### config.mk
export PLATFORM = sky130hd
export DESIGN_NAME = hkl_queue
export DESIGN_NICKNAME = d
export VERILOG_FILES = /design/src/hkl_pkg.sv /design/src/hkl_queue.sv
export SDC_FILE = /design/constraint.sdc
export NUM_CORES = 1
export LEC_CHECK = 0
export BUFFER_PORTS_ARGS = -buffer_cell sky130_fd_sc_hd__buf_4
export CELL_PAD_IN_SITES_DETAIL_PLACEMENT = 0
export CELL_PAD_IN_SITES_GLOBAL_PLACEMENT = 1
export CORE_MARGIN = 4
export CORE_UTILIZATION = 47
export CTS_CLUSTER_DIAMETER = 200
export DETAILED_ROUTE_END_ITERATION = 10
export PLACE_DENSITY_LB_ADDON = 0.05
export SYNTH_ARGS = -nofsm -noshare
export SYNTH_HDL_FRONTEND = slang
export SYNTH_SLANG_ARGS = --single-unit
### constraint.sdc
create_clock -name clk -period 11.9 [get_ports clk]
set_input_delay 1.785 -clock clk [delete_from_list [all_inputs] [get_ports clk]]
set_output_delay 1.785 -clock clk [all_outputs]
set_load 0.005 [all_outputs]
### src/hkl_pkg.sv
// Shared types, codes and constants of the hashed key-value table.
`default_nettype none
package hkl_pkg;

  localparam int CAPACITY = 256;
  localparam int IDX_W    = $clog2(CAPACITY);
  localparam int CNT_W    = $clog2(CAPACITY + 1);
  localparam int SLOT_W   = 8;
  localparam int ECNT_W   = 9;
  localparam int HASH_W   = 64;
  localparam int VAL_W    = 64;
  localparam int HIT_W    = 32;

  localparam logic [HASH_W-1:0] HASH_SEED = 64'd5381;
  localparam int                HASH_SHL  = 5;

  localparam logic [1:0] OP_ADD   = 2'd0;
  localparam logic [1:0] OP_FIND  = 2'd1;
  localparam logic [1:0] OP_CLEAR = 2'd2;
  localparam logic [1:0] OP_NONE  = 2'd3;

  localparam logic [2:0] ST_ADDED   = 3'd0;
  localparam logic [2:0] ST_FOUND   = 3'd1;
  localparam logic [2:0] ST_MISSING = 3'd2;
  localparam logic [2:0] ST_FULL    = 3'd3;
  localparam logic [2:0] ST_CLEARED = 3'd4;

  typedef struct packed {
    logic [1:0]        op;
    logic [HASH_W-1:0] hash;
    logic [VAL_W-1:0]  value;
  } cmd_t;

endpackage
`default_nettype wire

### src/hkl_queue.sv
// Two-entry command queue between front and back.
`default_nettype none
module hkl_queue (
  input  wire logic     clk,
  input  wire logic     rst_n,
  input  wire logic     wr_valid,
  output logic          wr_ready,
  input  hkl_pkg::cmd_t wr_cmd,
  output logic          rd_valid,
  input  wire logic     rd_ready,
  output hkl_pkg::cmd_t rd_cmd
);
  import hkl_pkg::*;

  cmd_t       q_r [2];
  logic       wp_r, rp_r;
  logic [1:0] cnt_r, cnt_nxt;
  logic       push, pop;

  assign wr_ready = (cnt_r != 2'd2);
  assign rd_valid = (cnt_r != 2'd0);
  assign push     = wr_valid && wr_ready;
  assign pop      = rd_valid && rd_ready;
  assign rd_cmd   = q_r[rp_r];

  always_comb begin
    cnt_nxt = cnt_r;
    if (push && !pop)
      cnt_nxt = cnt_r + 2'd1;
    else if (pop && !push)
      cnt_nxt = cnt_r - 2'd1;
  end

  always_ff @(posedge clk) begin
    if (push)
      q_r[wp_r] <= wr_cmd;
  end

  always_ff @(posedge clk) begin
    if (!rst_n) begin
      wp_r  <= 1'b0;
      rp_r  <= 1'b0;
      cnt_r <= 2'd0;
    end else begin
      if (push) wp_r <= ~wp_r;
      if (pop)  rp_r <= ~rp_r;
      cnt_r <= cnt_nxt;
    end
  end

endmodule
`default_nettype wire

# [Word level (Yosys, flattened, before mapping)]
# Memory sizes are Yosys's and may differ from the RTL's. A register that Yosys moved wholly into a read port is not among the register bits.
# Cells that the tools add are included.
[totals] word_cells=23 memories=1 mem_bits_rw=260 regBits=4 output_inout_bits=132 inputBits=134
[classes] n_mux=6 n_eq_ne=1 n_reduce_logical=8 n_addsub=2 bitwise=2
[mem_list] name="q_r" depth=2 word_bits=130 rd=1 rd_ports_with_merged_regs=1 write_ports=1 line_no="hkl_queue.sv:15" rtl="cmd_t q_r [2];"
[ops] operator="$logic_and A1 B1 Y1" count=4
[ops] operator="$mux W1" count=4
[ops] operator="$mux W2" count=2
[ops] operator="$reduce_bool A2 Y1" count=2
[ops] operator="$add A2 B1 Y2 const B" count=1
[ops] operator="$logic_not A1 Y1" count=2
[ops] operator="$ne A2 B2 Y1 const B" count=1
[ops] operator="$not A1 Y1" count=2
[ops] operator="$sub A2 B1 Y2 const B" count=1

# [Longest topological paths before layout]
[depth] depth_word=6 ltp_mapped=6 mapped_depth_nobuf=6

# [Worst setup path before layout]
# No wires, ideal clock.
[synth_path] kind="input-to-reg" startpoint="input port wr_valid" endpoint="memory q_r[1][0] (netlist bit) (enable)" path_buffers=0 slack_ns=6.568 stages=1 required_time_ns=11.395 arrival_time_ns=4.827 cell_sequence="and3_1"
[synth_between] elab_chain_len=3
[synth_rtl] item="start: declaration" line_no="hkl_queue.sv:6" rtl="input wire logic wr_valid,"
[synth_rtl] item="$logic_and A1 B1 Y1" line_no="hkl_queue.sv:22" rtl="assign push = wr_valid && wr_ready;"
[synth_rtl] item="$mux W1" line_no="hkl_queue.sv:35" rtl="if (push)"
[synth_rtl] item="$mux W1 (not written as such)" line_no="hkl_queue.sv:36" rtl="q_r[wp_r] <= wr_cmd;"
[synth_rtl] item="end: declaration" line_no="hkl_queue.sv:15"
# Every way passes these cells.

==> run metrics <==
outcome finished clean; pin count of the biggest net entering global routing 72; I/O Pins 266; Hold Path Cell Cnt 2; CTS buffer count 27; initial antenna violation count 0; Total Routing Usage GR 16.16%; worst path arrival time 2.94 ns; Setup Skew 0.006648 ns; Vias 4865; Avg Cell Area, Syn 22.54 um^2; r2r startpoint cnt_r[0]; Data required, critical path 10.12 ns; cells after synthesis 428; CTS tree built; ranking of synthesized cells by area edfxtp_1 81%, mux2_2 15%, buf_6 1.2%; cells on worst reg2reg path 3; hold buffer count at cts 0; Top FF cell, synth edfxtp_1; DR DRC count 0; clk root buf clkbuf_16; CTS Buffer Depth 3; leak pwr 0.004692 uW; WS Path Type reg -> out; Yosys reg bits 265; first-pass GRT wire length 28160 um; layout cell share with drive strength beyond 1 60.36%; die span in y 151.3 um; core area 20230 um^2; vias in the first global route 5268; multi-input logic area 1608 um^2; Crit path largest cell delay 0.94 ns; Filler cells 1475; FF/Latch Area 7911 um^2; die width 151.3 um; Reg clk slew, reported paths 0.06 ns; critical path's top delay family flip-flops; Final GP Congestion 0.7268; WL final 19560 um; Final Util 62.71%; hold_sp cnt_r[1]; fin nets 846; most numerous cell in the Yosys netlist edfxtp_1; startpoint types flip-flop; HP Class reg -> reg; Clk Latency, worst-skew pair 0.51 ns; area delta synth->final 31.51%; end of the worst hold path cnt_r[1]; Synth Cell Area 9649 um^2; num rows 52; relative slew slack 35.26%; antenna cells 0; Fin. Hold Viols 0; reg2reg setup slack 9.18 ns; # clock sinks 265; Critical Path End Type primary output; crit-path max FO 71; drt first pass iters 4; total die area 22890 um^2; Initial Util 47.69%; GRT overflow 0; Total Power 2605 uW; Max-cap violations 0; CP most frequent cell buf_4; CP Cell Sequence buf_4, mux2_2, buf_4; Distinct cells, synth 21; max-slew violations 0; Yosys warning total 0; Post-DP HPWL 13130 um; ys async rst share 0%; final worst path period need 4.724 ns; wire length per cell 19.58 um; PostCTS Resize Cnt 0; Synth area leader edfxtp_1; worst slew pin tran 0.9711 ns; initial DRC count 250; Mapped Nets 563; share of the synthesized area in the top cell type 80.91%; setup TNS 0 ns; ANT nets after route 0; period utilization 39.69%; Worst path slowest cell dfxtp_4; Worst R2R End q_r[1][90]; worst path buffer plus inverter count 2; vias per cell 4.870; RSZ-0062 raised after global routing false; Max IR drop VDD 0.0001167 V; H-tree Lvls 1; fmax 0.2117 GHz; pwr dens 205.3 nW/um^2; most instantiated cells after synthesis 260 x edfxtp_1, 130 x mux2_2, 10 x buf_6, 5 x dfxtp_1, 4 x and2_1; # Post-CTS Setup Buffers 0; Post-synth EDFFs 260; PortBufs 265; sequential area share after synthesis 81.95%; endpoints failing setup 0
-- kinds of logic (layout without fill, tap and decap cells) --
group                    after synthesis  count (layout)  share of synthesized area (%)
flip-flops                           265             265                          81.95
multiplexers                         130             130                          15.17
AND/OR/NAND/NOR                        9               9                         0.6744
buffers and inverters                 15             316                          1.439
adder cells (fa/ha/maj)                1               1                         0.1296
AO/OA/AOI/OAI                          5               5                         0.3630
XOR/XNOR                               3               3                         0.2724
-- power breakdown --
part | switching, uW | total [uW] | internal [uW]
logic | 246 | 598 | 352
registers | 59.9 | 1230 | 1170
clock network | 322 | 778 | 457
total | 628 | 2600 | 1980
-- worst max path at each step --
stage / from / to / depth (start not counted)
CTS: flip-flop / rd_cmd[53] / 3
global placement: flip-flop / rd_cmd[74] / 3
floorplan: wr_valid / q_r[1][0] / 1
finish: flip-flop / rd_cmd[25] / 3
detailed placement: flip-flop / rd_cmd[53] / 3
global route: flip-flop / rd_cmd[53] / 3
-- worst min-delay path, cell delays in order, from the launching register on --
cell	delay, ns
dfxtp_1	0.36
o21ai_0	0.10
a21boi_1	0.06
-- layout make-up --
cell class                 count  share of cell area [%]
sequential                   265                   62.34
timing repair buffer         268                   15.85
multi-input combinational    148                   12.67
clock buffer                  33                   5.502
tap                          270                   2.662
clock inverter                14                  0.9170
inverter                       1                 0.04930
-- stage by stage --
stage	instance area [um^2]	worst slack, ns	hold WS (ns)	std cells
after floorplan	9649	6.568	0.5124	428
after global placement	11880	7.686	0.5345	952
after detailed placement	11880	7.665	0.5669	952
after CTS	12690	7.115	0.5772	999
after global routing	12690	7.027	0.6125	999
final	12690	7.176	0.5670	999
-- layout by cell type, fill, tap and decap left out, types with 2 or more instances in the layout --
master	n
edfxtp_1	260
clkbuf_16	27
mux2_2	130
xnor2_1	2
clkinv_2	6
buf_4	268
clkbuf_1	6
dfxtp_1	4
clkinv_1	5
bufinv_16	2
and2_1	4
-- registers in the layout, indices dropped and copies added (netlist names), named ones only --
register  cells
q_r         260
cnt_r         2
rp_r          1
wp_r          1
-- layer usage --
| metal | part of all wire, % | up-vias | global-route usage [%] |
|---|---|---|---|
| met2 | 52 | 174 | 28.25 |
| met1 | 36 | 2384 | 18.57 |
| li1 | - | 2276 | - |
| met5 | 0 | - | 0 |
| met4 | 2.2 | 0 | 4.760 |
| met3 | 9.9 | 31 | 5.984 |
(Power assumes the default switching activity.)
