### src/hkl_pkg.sv
// Shared types, codes and constants of the hashed key-value table.
`default_nettype none
package hkl_pkg;

  localparam int CAPACITY = 256;
  localparam int IDX_W    = $clog2(CAPACITY);
  localparam int CNT_W    = $clog2(CAPACITY + 1);
  localparam int SLOT_W   = 8;
  localparam int ECNT_W   = 9;
  localparam int HASH_W   = 64;
  localparam int VAL_W    = 64;
  localparam int HIT_W    = 32;

  localparam logic [HASH_W-1:0] HASH_SEED = 64'd5381;
  localparam int                HASH_SHL  = 5;

  localparam logic [1:0] OP_ADD   = 2'd0;
  localparam logic [1:0] OP_FIND  = 2'd1;
  localparam logic [1:0] OP_CLEAR = 2'd2;
  localparam logic [1:0] OP_NONE  = 2'd3;

  localparam logic [2:0] ST_ADDED   = 3'd0;
  localparam logic [2:0] ST_FOUND   = 3'd1;
  localparam logic [2:0] ST_MISSING = 3'd2;
  localparam logic [2:0] ST_FULL    = 3'd3;
  localparam logic [2:0] ST_CLEARED = 3'd4;

  typedef struct packed {
    logic [1:0]        op;
    logic [HASH_W-1:0] hash;
    logic [VAL_W-1:0]  value;
  } cmd_t;

endpackage
`default_nettype wire

### src/hkl_front.sv
// Front end: hashes key bytes and turns terminators and clears into commands.
`default_nettype none
module hkl_front (
  input  wire logic         clk,
  input  wire logic         rst_n,
  input  wire logic         in_valid,
  output logic              in_ready,
  input  wire logic [1:0]   in_opcode,
  input  wire logic [7:0]   in_key_byte,
  input  wire logic [63:0]  in_value,
  output logic              push_valid,
  input  wire logic         push_ready,
  output hkl_pkg::cmd_t     push_cmd
);
  import hkl_pkg::*;

  logic [HASH_W-1:0] acc_r, acc_nxt;
  logic              kip_r, kip_nxt;
  logic [HASH_W-1:0] base, mix;
  logic              accept, term;

  assign in_ready = push_ready;
  assign accept   = in_valid && push_ready;
  assign term     = (in_opcode == OP_ADD || in_opcode == OP_FIND) && (in_key_byte == 8'd0);

  assign base = kip_r ? acc_r : HASH_SEED;
  assign mix  = (base << HASH_SHL) + base + {{(HASH_W-8){1'b0}}, in_key_byte};

  always_comb begin
    acc_nxt = acc_r;
    kip_nxt = kip_r;
    if (accept) begin
      if (in_opcode == OP_CLEAR || term) begin
        acc_nxt = '0;
        kip_nxt = 1'b0;
      end else if (in_opcode != OP_NONE) begin
        acc_nxt = mix;
        kip_nxt = 1'b1;
      end
    end
  end

  always_ff @(posedge clk) begin
    if (!rst_n) begin
      acc_r <= '0;
      kip_r <= 1'b0;
    end else begin
      acc_r <= acc_nxt;
      kip_r <= kip_nxt;
    end
  end

  assign push_valid     = accept && (in_opcode == OP_CLEAR || term);
  assign push_cmd.op    = in_opcode;
  assign push_cmd.hash  = (in_opcode == OP_CLEAR || !kip_r) ? '0 : mix;
  assign push_cmd.value = in_value;

endmodule
`default_nettype wire

### config.mk
export PLATFORM = sky130hd
export DESIGN_NAME = hkl_front
export DESIGN_NICKNAME = d
export VERILOG_FILES = /design/src/hkl_pkg.sv /design/src/hkl_front.sv
export SDC_FILE = /design/constraint.sdc
export NUM_CORES = 1
export LEC_CHECK = 0
export ABC_AREA = 0
export ABC_CLOCK_PERIOD_IN_PS = 4520
export BUFFER_PORTS_ARGS = -buffer_cell sky130_fd_sc_hd__buf_4
export CORE_ASPECT_RATIO = 1.2
export CORE_MARGIN = 10
export CORE_UTILIZATION = 51
export CTS_BUF_LIST = sky130_fd_sc_hd__clkbuf_8
export CTS_CLUSTER_DIAMETER = 80
export CTS_CLUSTER_SIZE = 24
export DETAILED_ROUTE_END_ITERATION = 10
export HOLD_SLACK_MARGIN = 0.12
export MAX_ROUTING_LAYER = met4
export PLACE_DENSITY_LB_ADDON = 0.1
export SLEW_MARGIN = 40
export SYNTH_ARGS = -nofsm -noshare
export SYNTH_HDL_FRONTEND = slang
export SYNTH_SLANG_ARGS = --single-unit
### constraint.sdc
create_clock -name clk -period 4.52 [get_ports clk]
set_input_delay 0.904 -clock clk [delete_from_list [all_inputs] [get_ports clk]]
set_output_delay 0.904 -clock clk [all_outputs]
set_load 0.02 [all_outputs]
Word level (Yosys, flattened, before mapping). Index checks and enable logic that the tools add are counted. Widths: inputs -> output; s select.

Reduce and logical (&&, ||, !) cells: 11. Multiplexer cells: 6. Equality and inequality tests: 3. Add/sub/neg operators: 2.

Operators with widths (count): $mux 64 (4); $add 64x64->64 (1); $add 64x8->64 (1); $logic_not 8->1 (1); $logic_and 1x1->1 (3); $logic_or 1x1->1 (3); $eq 2x1->1 const B (1); $eq 2x2->1 const B (1); $logic_not 2->1 (1); $mux 1 (2); $ne 2x2->1 const B (1); $reduce_and 2->1 (1); $reduce_bool 2->1 (1); $logic_not 1->1 (1).

Input port bits: 78. Output and inout port bits: 132. Logic and storage cells: 24. Register bits: 65.

Depth between registers and ports, before layout. Gate-level depths: netlist of run 1.

Word-level depth: 6. Mapped depth: 15.

Least setup slack after synthesis of run 1. No wires, ideal clock.

Kind: input-to-output. Start point: input port in_key_byte[6]. End point: output port push_cmd[127] in the netlist's numbering. Arrival time: 3.818 ns. Stages: 11. Setup slack: -0.202 ns. Path buffers: 0. Cell sequence: inv_1 > fa_1 > inv_1 > ha_1 > a21o_1 > o2111ai_1 > nand3_1 > a2111oi_4 > nor3_2 > or3_1 > a21oi_1.

RTL lines: from (decl) (line hkl_front.sv:9) `input wire logic [7:0] in_key_byte,`; to (decl) (line hkl_front.sv:13) `output hkl_pkg::cmd_t push_cmd`.

==> metrics.cfg, run 1 <==
[clock_network]
clk-insertion-delay-late_ns=0.38
clk_path_buf_depth=2
clk_pin_slew_worst_paths_ns=0.09
cts_tree=done
cts-root-buf=clkbuf_8
clock-sinks=65
cts_made_buffers=9
htree_levels=3
cts-hold-fix-buffers=0

[synthesis]
synth_seq_cells=65
syn_inst=1147
ys_types=76
synthAdderAreaFrac=0.188
avgSynthCellArea_sq_um=7.45
yosysWarnings=0
synth.area.mux_share=0.00264
synth-xor-area-share=0.0410
async_flop_share=0
synth.top_cell.area_share=0.179
yosys-top-cells-area=ha_1, dfxtp_1, buf_4, and2_1, a21oi_1
synth.yosys.seq_area_share=0.152
synth_top_family_by_area=simple AND/OR/NAND/NOR gates
synth_area_sq_um=8540
synth_edf_count=0
synth_nets=1351
synth-simple-area-share=0.265
synth_top_area_cell=ha_1
ys.flop_type=dfxtp_1
synth_compound_area_frac=0.252

[sta]
timing.hold.ws_ns=0.457
fin_crit_sh=1.06
finalWorstSetupSlack_ns=-0.273
slew_headroom=0.472
rsz0062_at_grt=true
slew_viol_final=0
tightest_slew_ns=0.791
fin_crit_ns=4.79
fmax_ghz=0.209
fin_skew_ns=0.0147
final-hold-violation-count=0
finalSetupViolCount=27

[global_route]
antenna_found_initial=0
overflow=0
grt_first_pass_wirelength_microns=44300
grt_max_degree=35
grt_use_total=0.243
grt_pass1_vias=8744

[power]
total_leakage_power_nw=5.08
ir_drop_mv=0.149
power_density_nw_per_um2=116

[cells_and_area]
fillCellCount=1316
regArea_sq_um=1310
insertedDiodeCount=0
fin_util=0.713
fin_nets=1513
design_area_sq_um=11700
syn2layout_area_growth_pct=36.4
layout_commonest_cell=buf_4
layout_common_cells=buf_4, nand2_1, nor2_1
layout-drive-gt1-share=0.397
multiInputGateArea_sq_um=7640

[hold_path]
holdCritStartpoint=acc_r[52]
min_to=acc_r[52]
holdPathStages=2
min_path_type=flop to flop

[status]
violations=setup timing
status=complete, but fails checks

[detailed_routing]
routed-via-count=8990
drt-met1-wl_microns=12200
top_layer_used=met4
first_pass_iters=6
dr_wl_met2_microns=14800
met3_length_microns=1290
antenna_left=0
drc_errors=0
drt-initial-drc-count=579
drt-total-wl_microns=28900
viasPerCell=5.89
wire_per_inst_microns=19.0

[floorplanning]
start_util=0.523
die_w_microns=138
core_sq_um=16300
fp-row-count=51
die_area_sq_um=22400
dieHeight_microns=162
num_io_pins=210

[setup_path]
critPathLaunchType=flop
worstPathArrival_ns=3.89
reg2regPathDepth=18
crit_fanout=5
critPathKind=flop to primary output
critPathRequiredTime_ns=3.62
reg2reg_slack_ns=0.84
reg2reg_from=kip_r
setup.worst_path.end_class=primary output
rr_endpoint=acc_r[37]

[placement]
hpwl_microns=21600
place_congestion=0.936
portBuffers=81
dpl_cell_area_sq_um=9920

[flow_run]
drv_cap=0

==> final cells by class <==
type,instances,area share
Inverter,32,0.0103
Clock buffer,11,0.0130
Sequential cell,65,0.112
Clock inverter,5,0.00193
Tap cell,212,0.0228
Timing Repair Buffer,269,0.185
Multi-Input combinational cell,932,0.656
==> flip-flops by register name, summed over array words and instances (netlist names) <==
name / cells
kip_r: 1
acc_r: 64
==> report_power, final <==
group | switching [mW] | internal (mW) | leakage (nW)
clock network | 0.280 | 0.223 | 0.101
logic | 0.148 | 0.114 | 4.45
registers | 0.00493 | 0.580 | 0.526
==> synth_stat cells, types with 15 or more instances <==
master and count:
dfxtp_1 65, xnor2_1 22, xor2_1 18, nor3_1 32
a21oi_1 88, buf_4 68, inv_1 32, and3_1 19
nor2_1 98, o21ai_0 71, nand4_1 24, and2_1 76
ha_1 122, o21a_1 15, nand2_1 114, a21o_1 23
nand3_1 20, nor2b_1 16, clkbuf_1 42
==> per-stage QoR <==
stage	setup slack, ns	power, mW	instances	TNS, ns
2_1_floorplan	-0.0875	0.818	1147	-0.0903
3_3_place_gp	-0.273	0.821	1474	-4.75
3_5_place_dp	-0.318	0.821	1474	-5.81
4_1_cts	-0.191	1.34	1507	-2.68
5_1_grt	-0.405	1.40	1526	-9.51
6_report	-0.273	1.35	1526	-4.56
==> cells by family (layout without fill, tap and decap cells) <==
logic type | Yosys count | after routing
simple gates | 450 | 450
compound gates | 314 | 314
buf+inv | 150 | 317
fa+ha+maj | 126 | 126
flops | 65 | 65
xor+xnor | 40 | 40
mux | 2 | 2
==> worst max path at each step <==
| stage | start | slack [ns] | end |
|---|---|---|---|
| 6_report | kip_r | -0.27 | push_cmd[113] |
| 5_1_grt | kip_r | -0.41 | push_cmd[101] |
| 4_1_cts | kip_r | -0.19 | push_cmd[124] |
| 3_5_place_dp | in_key_byte[7] | -0.32 | push_cmd[122] |
| 3_3_place_gp | in_key_byte[7] | -0.27 | push_cmd[122] |
| 2_1_floorplan | in_key_byte[6] | -0.09 | push_cmd[127] |
==> per-layer routing <==
layer,track usage,up-vias
met4,0.0763,0
li1,-,4373
met5,-,-
met2,0.428,258
met1,0.278,4315
met3,0.0353,44
==> critical path, cell delays in order (launching register included) <==
cell,delay (ns)
dfxtp_4,0.41
buf_6,0.11
buf_6,0.12
and2_1,0.22
ha_1,0.27
ha_1,0.33
o211ai_2,0.21
a21oi_4,0.07
nor4_2,0.29
buf_4,0.17
o21ai_4,0.08
a32oi_4,0.31
a211oi_2,0.12
buf_4,0.17
or3_4,0.33
and3_4,0.18
buf_6,0.12
==> what timing repair did <==
action	CTS	global route
setup endpoints to repair	37	43
setup buffers	17	19
resized for setup	128	127
pin swaps	34	53
Power figures use the tool's default switching activity.
==> inputs of run 2 (changes only) <==
- BUFFER_PORTS_ARGS: -buffer_cell sky130_fd_sc_hd__buf_4 -> unset
- CORE_UTILIZATION: 51 -> 60
- CTS_BUF_LIST: sky130_fd_sc_hd__clkbuf_8 -> unset
- CTS_CLUSTER_DIAMETER: 80 -> unset
- DONT_BUFFER_PORTS: unset -> 1
==> metrics.cfg, run 2 (synthesis results as in run 1) <==
[cells_and_area]
fin_nets=1455  ; was 1513
layout-drive-gt1-share=0.404  ; was 0.397
insertedDiodeCount=0  ; unchanged
top_register=acc_r  ; unchanged
design_area_sq_um=11700  ; about the same
layout_commonest_cell=buf_4  ; unchanged
syn2layout_area_growth_pct=36.9  ; was 36.4%
largest_register_ffs=64  ; unchanged
fin_util=0.843  ; was 0.713
layout_common_cells=buf_4, nand2_1, nor2_1  ; unchanged
top_regs=acc_r (64), kip_r (1)  ; unchanged

[clock_network]
clk_pin_slew_worst_paths_ns=0.06  ; was 0.09 ns
cts_tree=done  ; unchanged
cts-hold-fix-buffers=0  ; unchanged
cts-root-buf=clkbuf_16  ; was clkbuf_8
htree_levels=3  ; unchanged
clock-sinks=65  ; unchanged
cts_made_buffers=9  ; unchanged
clk_path_buf_depth=2  ; unchanged
clk-insertion-delay-late_ns=0.36  ; was 0.38 ns

[detailed_routing]
routed-via-count=9731  ; was 8990
antenna_left=0  ; unchanged
wire_per_inst_microns=24.3  ; was 19.0 microns
drt-initial-drc-count=1111  ; was 579
drt-total-wl_microns=34600  ; was 28900 microns
first_pass_iters=8  ; was 6
viasPerCell=6.82  ; was 5.89
drc_errors=0  ; unchanged

[floorplanning]
die_w_microns=129  ; was 138 microns
fp-row-count=47  ; was 51
num_io_pins=210  ; unchanged
core_sq_um=13900  ; was 16300 sq um
start_util=0.616  ; was 0.523
dieHeight_microns=151  ; was 162 microns
die_area_sq_um=19400  ; was 22400 sq um

[power]
total_leakage_power_nw=4.84  ; was 5.08 nW
ir_drop_mv=0.200  ; was 0.149 mV
finalPower_mw=1.64  ; was 1.35 mW
power_density_nw_per_um2=140  ; was 116 nW/um^2

[global_route]
grt_max_degree=35  ; unchanged
grt_use_total=0.317  ; was 0.243
grt_first_pass_wirelength_microns=48000  ; was 44300 microns
overflow=0  ; unchanged
antenna_found_initial=0  ; unchanged
grt_pass1_vias=9132  ; was 8744

[sta]
fmax_ghz=0.206  ; was 0.209 GHz
finalWorstSetupSlack_ns=-0.341  ; was -0.273 ns
final-hold-violation-count=0  ; unchanged
fin_skew_ns=0.0118  ; was 0.0147 ns
finalSetupViolCount=31  ; was 27
slew_headroom=0.509  ; was 0.472
timing.hold.ws_ns=0.445  ; was 0.457 ns
fin_crit_sh=1.08  ; was 1.06
tightest_slew_ns=0.737  ; was 0.791 ns
rsz0062_at_grt=true  ; unchanged
setup_tns_ns=-4.21  ; was -4.56 ns
slew_viol_final=0  ; unchanged
fin_crit_ns=4.86  ; was 4.79 ns

[setup_path]
critPathRequiredTime_ns=3.62  ; about the same
critPathKind=flop to primary output  ; unchanged
crit_fanout=7  ; was 5
worstPathArrival_ns=3.96  ; was 3.89 ns
reg2reg_slack_ns=-0.28  ; was 0.84 ns
critPathLaunchType=flop  ; unchanged
setup.worst_path.end_class=primary output  ; unchanged

[status]
violations=setup timing  ; unchanged
status=complete, but fails checks  ; unchanged

[placement]
portBuffers=0  ; was 81
hpwl_microns=21000  ; was 21600 microns
place_congestion=0.958  ; was 0.936
dpl_cell_area_sq_um=9230  ; was 9920 sq um

[hold_path]
min_path_type=flop to flop  ; unchanged

[flow_run]
drv_cap=0  ; unchanged

==> run 2: cell types whose count changed in the layout (fill, tap and decap cells not counted), sizes merged <==
cell      change
buf          -59
bufbuf        +1
bufinv        +1
clkbuf        +2
clkinv        -3
clkinvlp      +1
inv           -2
==> run 2: per-stage QoR <==
step / std cells / worst slack (ns)
6_report: 1426 / -0.341
5_1_grt: 1426 / -0.368
4_1_cts: 1403 / -0.124
3_5_place_dp: 1349 / -0.148
3_3_place_gp: 1349 / -0.119
2_1_floorplan: 1147 / -0.0875
==> run 2: final timing paths <==
| check | depth (start not counted) | end | startpoint |
|---|---|---|---|
| worst max register to register | 26 | acc_r[33] | kip_r |
| worst max-delay path | 16 | push_cmd[97] | kip_r |
| worst min-delay path | 2 | acc_r[27] | acc_r[27] |
| worst min register to register | 2 | acc_r[27] | acc_r[27] |
==> run 2: worst max-delay path, stage by stage (launching register included) <==
cell,delay [ns]
dfxtp_4,0.47
buf_12,0.16
nand2_4,0.05
fa_1,0.51
inv_2,0.05
ha_4,0.28
o21a_1,0.15
nor2_2,0.06
or4_4,0.50
o21ai_4,0.23
buf_6,0.14
nand4_1,0.26
buf_4,0.25
nand2_4,0.08
xnor2_4,0.08
nor2_2,0.17
buf_6,0.15
==> run 2: metal layers <==
| metal | part of all wire | up-vias | track usage |
|---|---|---|---|
| li1 | - | 4271 | - |
| met1 | 0.37 | 4595 | 0.357 |
| met2 | 0.47 | 641 | 0.537 |
| met3 | 0.084 | 224 | 0.0475 |
| met4 | 0.073 | 0 | 0.162 |
| met5 | 0 | - | - |
==> run 2: cell type report <==
| cell class | count | area, sq um |
|---|---|---|
| tap | 171 | 214 |
| clock buffer | 13 | 260 |
| timing repair buffer | 211 | 1760 |
| fill | 797 | 2180 |
| inverter | 32 | 120 |
| clock inverter | 2 | 37.5 |
| sequential | 65 | 1310 |
| multi-input combinational | 932 | 7990 |
==> run 2: where the power goes <==
part	internal, mW	switching, mW	total (mW)
sequential	0.580	0.00712	0.587
clock	0.456	0.319	0.776
combinational	0.119	0.160	0.279
total	1.16	0.487	1.64
==> run 2: timing repair <==
action,CTS,global route
gates cloned,4,0
hold endpoints to repair,0,0
gates resized for setup,193,126
endpoints found under the setup margin,38,44
pin swaps,56,59
buffers inserted,35,27
